[src/brc16_pkg.sv]
`default_nettype none
// ----------------------------------------------------------------------------
// brc16_pkg
// Constants and the mod-65535 fold used by the byte recurrence checksum.
// ----------------------------------------------------------------------------
package brc16_pkg;

  localparam int unsigned PROD_W = 25;  // 9-bit factor times 16-bit value

  localparam logic [7:0]  ALPHA_MUL    = 8'd17;
  localparam logic [7:0]  BETA_MUL     = 8'd31;
  localparam logic [15:0] FIRST_OFFSET = 16'd7;
  localparam logic [15:0] PREV_INIT    = 16'd1;
  localparam logic [7:0]  POS_SECOND   = 8'd1;

  // x mod 65535 by end-around folding of the upper bits
  function automatic logic [15:0] fold_mod65535(input logic [PROD_W-1:0] x);
    logic [16:0] s1;
    logic [15:0] s2;
    s1 = {1'b0, x[15:0]} + {8'b0, x[PROD_W-1:16]};
    s2 = s1[15:0] + {15'b0, s1[16]};
    if (s2 == 16'hFFFF) begin
      fold_mod65535 = 16'd0;
    end else begin
      fold_mod65535 = s2;
    end
  endfunction

endpackage
`default_nettype wire

[src/byte_recurrence_checksum16.sv]
`default_nettype none
// ----------------------------------------------------------------------------
// byte_recurrence_checksum16
// 16-bit second-order recurrence checksum over a byte stream.
// ----------------------------------------------------------------------------
// Usage:
//   Input channel (in_valid/in_ready) carries data_byte and last_byte, one
//   message byte per transfer. The byte after a last byte opens a new message.
//   Output channel (out_valid/out_ready) carries one checksum per message,
//   sent after the transfer of its last byte.
//   A last byte passes through the input register and, once the output
//   register is free, its checksum is loaded into the output register.
//   Throughput: one byte per cycle, except while a last byte waits on a held
//   checksum; the two multiplies, the subtract and the mod-65535 fold sit
//   between the input register and the state/result registers.
//   When the receiver stalls, a finished checksum waits in the output
//   register; non-final bytes keep flowing, and a following last byte waits
//   in the input register, which then drops in_ready until the output frees.
//   Reset (rst, synchronous, active high) empties both registers and returns
//   the state to prev=1, cur=0, position 0, no message open.
// ----------------------------------------------------------------------------
module byte_recurrence_checksum16 (
  input  wire logic        clk,
  input  wire logic        rst,
  input  wire logic        in_valid,
  output logic             in_ready,
  input  wire logic [7:0]  data_byte,
  input  wire logic        last_byte,
  output logic             out_valid,
  input  wire logic        out_ready,
  output logic [15:0]      checksum
);

  // input register
  logic        s1_valid;
  logic [7:0]  s1_byte;
  logic        s1_last;

  // recurrence state
  logic [15:0] prev_value;
  logic [15:0] cur_value;
  logic [7:0]  byte_position;
  logic        in_message;

  logic        advance;
  logic [7:0]  alpha;
  logic [7:0]  beta;
  logic [8:0]  factor;
  logic [brc16_pkg::PROD_W-1:0] prod_a;
  logic [brc16_pkg::PROD_W-1:0] prod_s;
  logic [15:0] t_mod;
  logic [15:0] rec_value;
  logic [15:0] cur_value_next;

  // a last byte waits while the output register is still held
  assign advance  = s1_valid && !(s1_last && out_valid && !out_ready);
  assign in_ready = !s1_valid || advance;

  always_comb begin
    alpha  = 8'(byte_position * brc16_pkg::ALPHA_MUL);
    beta   = 8'(byte_position * brc16_pkg::BETA_MUL);
    factor = {1'b0, s1_byte} + {1'b0, alpha};
    prod_a = brc16_pkg::PROD_W'(factor) * brc16_pkg::PROD_W'(cur_value);
    prod_s = brc16_pkg::PROD_W'(beta) * brc16_pkg::PROD_W'(prev_value);
    if (prod_a >= prod_s) begin
      t_mod     = brc16_pkg::fold_mod65535(prod_a - prod_s);
      rec_value = t_mod;
    end else begin
      // negative difference: (1 + d) mod 65535
      t_mod = brc16_pkg::fold_mod65535(prod_s - prod_a);
      if (t_mod == 16'd0) begin
        rec_value = 16'd1;
      end else if (t_mod == 16'd1) begin
        rec_value = 16'd0;
      end else begin
        rec_value = 16'(17'h10000 - {1'b0, t_mod});
      end
    end
    if (in_message) begin
      cur_value_next = rec_value;
    end else begin
      cur_value_next = {8'b0, s1_byte} + brc16_pkg::FIRST_OFFSET;
    end
  end

  always_ff @(posedge clk) begin
    if (rst) begin
      s1_valid <= 1'b0;
    end else if (in_ready) begin
      s1_valid <= in_valid;
    end
    if (in_ready && in_valid) begin
      s1_byte <= data_byte;
      s1_last <= last_byte;
    end
  end

  always_ff @(posedge clk) begin
    if (rst) begin
      prev_value    <= brc16_pkg::PREV_INIT;
      cur_value     <= 16'd0;
      byte_position <= 8'd0;
      in_message    <= 1'b0;
    end else if (advance) begin
      if (in_message) begin
        prev_value    <= cur_value;
        byte_position <= byte_position + 8'd1;
      end else begin
        prev_value    <= brc16_pkg::PREV_INIT;
        byte_position <= brc16_pkg::POS_SECOND;
      end
      cur_value  <= cur_value_next;
      in_message <= !s1_last;
    end
  end

  // output register
  always_ff @(posedge clk) begin
    if (rst) begin
      out_valid <= 1'b0;
    end else if (advance && s1_last) begin
      out_valid <= 1'b1;
    end else if (out_ready) begin
      out_valid <= 1'b0;
    end
    if (advance && s1_last) begin
      checksum <= cur_value_next;
    end
  end

endmodule
`default_nettype wire

[config.mk]
export PLATFORM = sky130hd
export DESIGN_NAME = byte_recurrence_checksum16
export DESIGN_NICKNAME = d
export VERILOG_FILES = /design/src/brc16_pkg.sv /design/src/byte_recurrence_checksum16.sv
export SDC_FILE = /design/constraint.sdc
export NUM_CORES = 1
export LEC_CHECK = 0
export ABC_AREA = 1
export CAP_MARGIN = 20
export CORE_MARGIN = 2
export CORE_UTILIZATION = 58
export CTS_BUF_LIST = sky130_fd_sc_hd__clkbuf_16
export DETAILED_ROUTE_END_ITERATION = 8
export DONT_BUFFER_PORTS = 1
export PLACE_DENSITY_LB_ADDON = 0.25
export SETUP_SLACK_MARGIN = 0.1
export SYNTH_ARGS = -nofsm -noshare
export SYNTH_HDL_FRONTEND = slang
export SYNTH_SLANG_ARGS = --single-unit
[constraint.sdc]
create_clock -name clk -period 12.56 [get_ports clk]
set_input_delay 0.628 -clock clk [delete_from_list [all_inputs] [get_ports clk]]
set_output_delay 0.628 -clock clk [all_outputs]
set_load 0.1 [all_outputs]
==> out/metrics.sh <==
DETAIL_ROUTE.FIRST_PASS.ITERATIONS=5
ROUTE.DETAILED.WL_PER_INST_UM=17.2
FINAL_LAYOUT_SIZE_SUFFIX_GT1_SHARE_PCT=21.1
ITERATION_0_DRC_MARKERS=1116
TIMING.FINAL.CRIT_SHARE_PCT=102
TRITONCTS.NUM_BUFFERS=9
FINAL_HOLD_VIOL_COUNT=0
SLEW_VIOL_FINAL=0
IOPINCOUNT=31
VIA_PER_INST=5.42
GLOBALROUTETOTALUTIL_PCT=33.6
CELL_FAMILY_WITH_THE_LARGEST_SHARE_OF_CRITICAL_PATH_DELAY='adder cells'
CLK_ROOT_BUFFER_CELL='clkbuf_16'
FINAL_SKEW_PS=10.2
CTSLONGESTPATHBUFFERS=2
POSTSYNTHREGISTERBITS=68
FINALWORSTSETUPSLACK_PS=-250
SETUP_TOTAL_NEGATIVE_SLACK_PS=-4990
CORE_UM2=29500
FAILED_CHECKS='setup timing'
NETLIST_INSTANCES=2453
FINAL_PERIOD_DEMAND_OF_THE_WORST_PATH_PS=12810
SUMMED_INSTANCE_AREA_OF_THE_SYNTHESIZED_NETLIST_UM2=17200
PIN_COUNT_OF_THE_BIGGEST_NET_ENTERING_GLOBAL_ROUTING=36
CLKTRANSATPATHREGS_PS=70
YOSYS_WARNINGS=0
TIMING.HOLD.WORST.CLASS='in -> reg'
DR_TOTAL_VIAS=16600
WORSTPATHREQUIRED_PS=12670
CP.DEPTH=80
CTS_MAX_LEVEL=3
POST-DP-HPWL_UM=42700
YS_DOMINANT_REG_CELL='dfxtp_1'
FINISH.CELL_COUNT_WITHOUT_FILLERS=3059
TIMING.CRITICAL_PATH.SLOWEST_CELL_DELAY_PS=550
WORST-SETUP-PATH-TYPE='reg -> reg'
POSTROUTEANTENNANETS=0
FINAL.FILL_COUNT=2466
CP_NUM_BUF_INV=12
PLACE_WS_PS=-653
GRT_PASS1_WL_UM=83000
GRT_OVERFLOW_TOTAL=0
DRCVIOLATIONCOUNT=0
RSZ_0062_RAISED_AFTER_GLOBAL_ROUTING='true'
REPORT.FINAL.SETUP_VIOL=32
DIE_Y_UM=176
MAX-SLEW-MARGIN-REL_PCT=27.5
FINALWIRELENGTH_UM=52600
SYNTHESIS.AREA_PER_INSTANCE_UM2=7.03
DP.CELLS=3001
ANTENNA_FOUND_INITIAL=0
GP_CONGESTION=0.989
ENDPOINT_KIND='flop'
TIMING.MAX_CAP.VIOLATIONS=0
CRIT_PATH_START_KIND='flop'
CTSHOLDBUFFERS=0
CLKLATENCYLATEPIN_PS=360
ANTENNA_CELLS_INSERTED=0
INITIAL_UTILIZATION_PCT=58.5
STATUS='finished with violations'
HOLD_DEPTH=1
DIE_WIDTH_UM=176
SYN-NUM-NETS=2850
FIN_AREA_UM2=20600
PLACE_AREA_UM2=19100
IO_BUFFER_COUNT=0
NUMBER_OF_DISTINCT_STANDARD_CELLS_REFERENCED_BY_THE_SYNTHESIZED_NETLIST=56
SYNTH_ASYNC_SR_FLOP_SHARE_PCT=0
FIRST_GLOBAL_VIAS=16700
DIE_AREA_UM2=31100
CTS.SINKS=68
TIMING.CRITICAL_PATH.SLOWEST_STAGE_CELL='fa_1'
YOSYSSEQAREASHARE_PCT=9.35
MAX_FREQ_GHz=0.0781
CRITPATHARRIVALTIME_PS=12920
NUM-NETS-FINAL=3061
FP-ROW-COUNT=63
WORST_PIN_SLEW_PS=1080
SYNTH_EDF_COUNT=25
CRITPATHMAXFANOUT=7
REG2REGPATHDEPTH=80
P_R_AREA_GROWTH_VS_SYN_PCT=19.5
TRITONCTS='yes'
-- synth_stat cells, drive strengths merged, types with 5 or more instances --
cell type	instances	share of area (%)
fa	199	23
xor2	77	4.0
o21ai	79	2.4
o211ai	5	0.22
clkbuf	47	1.0
nand3	102	3.3
a21o	6	0.26
ha	185	13
nor3	8	0.23
nand2	573	13
or2	12	0.44
xnor2	30	1.5
nand4	28	1.0
o21a	5	0.22
edfxtp	25	4.4
a21oi	131	4.0
inv	544	12
buf	27	1.2
o221ai	5	0.25
nor2	258	6.3
nand3b	10	0.44
a211oi	21	0.91
o21bai	11	0.50
dfxtp	43	5.0
-- final timing paths --
kind	to	start	slack, ps
worst max register to register	checksum[3]$_DFFE_PP_	byte_position[0]$_SDFFE_PP0P_	-250
worst max-delay path	checksum[3]$_DFFE_PP_	byte_position[0]$_SDFFE_PP0P_	-250
worst min-delay path	s1_valid$_SDFFE_PP0N_	rst	340
worst min register to register	byte_position[7]$_SDFFE_PP0P_	byte_position[7]$_SDFFE_PP0P_	570
-- timing repair --
action                                  4_1_cts  5_1_grt
endpoints found under the setup margin       32       32
resized for setup                           109      107
pin swaps                                    66       54
cloned                                        3        0
setup buffers                                25       14
-- layout by cell type, fill, tap and decap left out, types with 4 or more instances in the layout --
cell,netlist,routed
ha_2,0,6
clkbuf_16,0,9
a21oi_2,7,31
a21o_1,6,6
edfxtp_1,25,25
xor2_1,76,66
o21ai_1,8,14
a211oi_1,21,21
nand2_2,30,58
nand3_2,9,24
o211ai_1,5,5
nand3_4,1,4
nand2_4,6,10
buf_6,11,9
o21bai_1,10,9
ha_1,185,171
xor2_2,1,9
o21ai_2,6,16
nand3b_1,10,10
o21a_1,5,5
nand3_1,92,76
nor3_1,8,5
inv_2,16,26
o21ai_0,65,48
a21oi_1,124,98
or2_2,10,8
xnor2_1,30,29
nor2_2,14,25
inv_1,528,516
nor2_1,235,213
nor2_4,8,19
nand2_1,536,504
ha_4,0,8
nand4_1,28,28
buf_4,5,260
dfxtp_1,43,40
fa_1,199,198
-- flip-flops by register name, summed over array words and instances (netlist names) --
name           count
s1_byte            8
cur_value         16
out_valid          1
checksum          16
byte_position      8
s1_valid           1
in_message         1
prev_value        16
s1_last            1
-- final cells by class --
class                           instances  area [um2]  area share [%]
Timing Repair Buffer                  271        2100            10.2
Tap cell                              390         488            2.37
Multi-Input combinational cell       1768       14100            68.2
Clock buffer                            9         225            1.09
Sequential cell                        68        1620            7.84
Clock inverter                          7        67.6           0.328
Inverter                              546        2050            9.97
-- through the flow --
| step | utilization [%] | hold slack (ps) |
|---|---|---|
| 2_1_floorplan | - | 497 |
| 3_3_place_gp | 64.8 | 545 |
| 3_5_place_dp | 64.9 | 567 |
| 4_1_cts | 68.1 | 337 |
| 5_1_grt | 69.9 | 343 |
| 6_report | 69.9 | 340 |
-- cells by family (layout without fill, tap and decap cells) --
family | count (synthesis) | after routing | synth area share [%]
compound gates | 276 | 276 | 9.32
xor+xnor | 107 | 107 | 5.48
fa+ha+maj | 384 | 384 | 36.5
buf+inv | 620 | 833 | 14.1
flops | 68 | 68 | 9.35
simple gates | 998 | 1001 | 25.2
-- layer usage --
| metal | track usage (%) | vias to the layer above | routed length [um] |
|---|---|---|---|
| met3 | 4.46 | 105 | 3700 |
| li1 | - | 7912 | - |
| met5 | 0 | - | 0 |
| met2 | 59.9 | 618 | 26200 |
| met4 | 10.3 | 0 | 1560 |
| met1 | 42.3 | 7951 | 21100 |
Power is left out: the tool's default activity adds up to more than one toggle a clock period on the data nets, which glitch-free logic cannot reach.
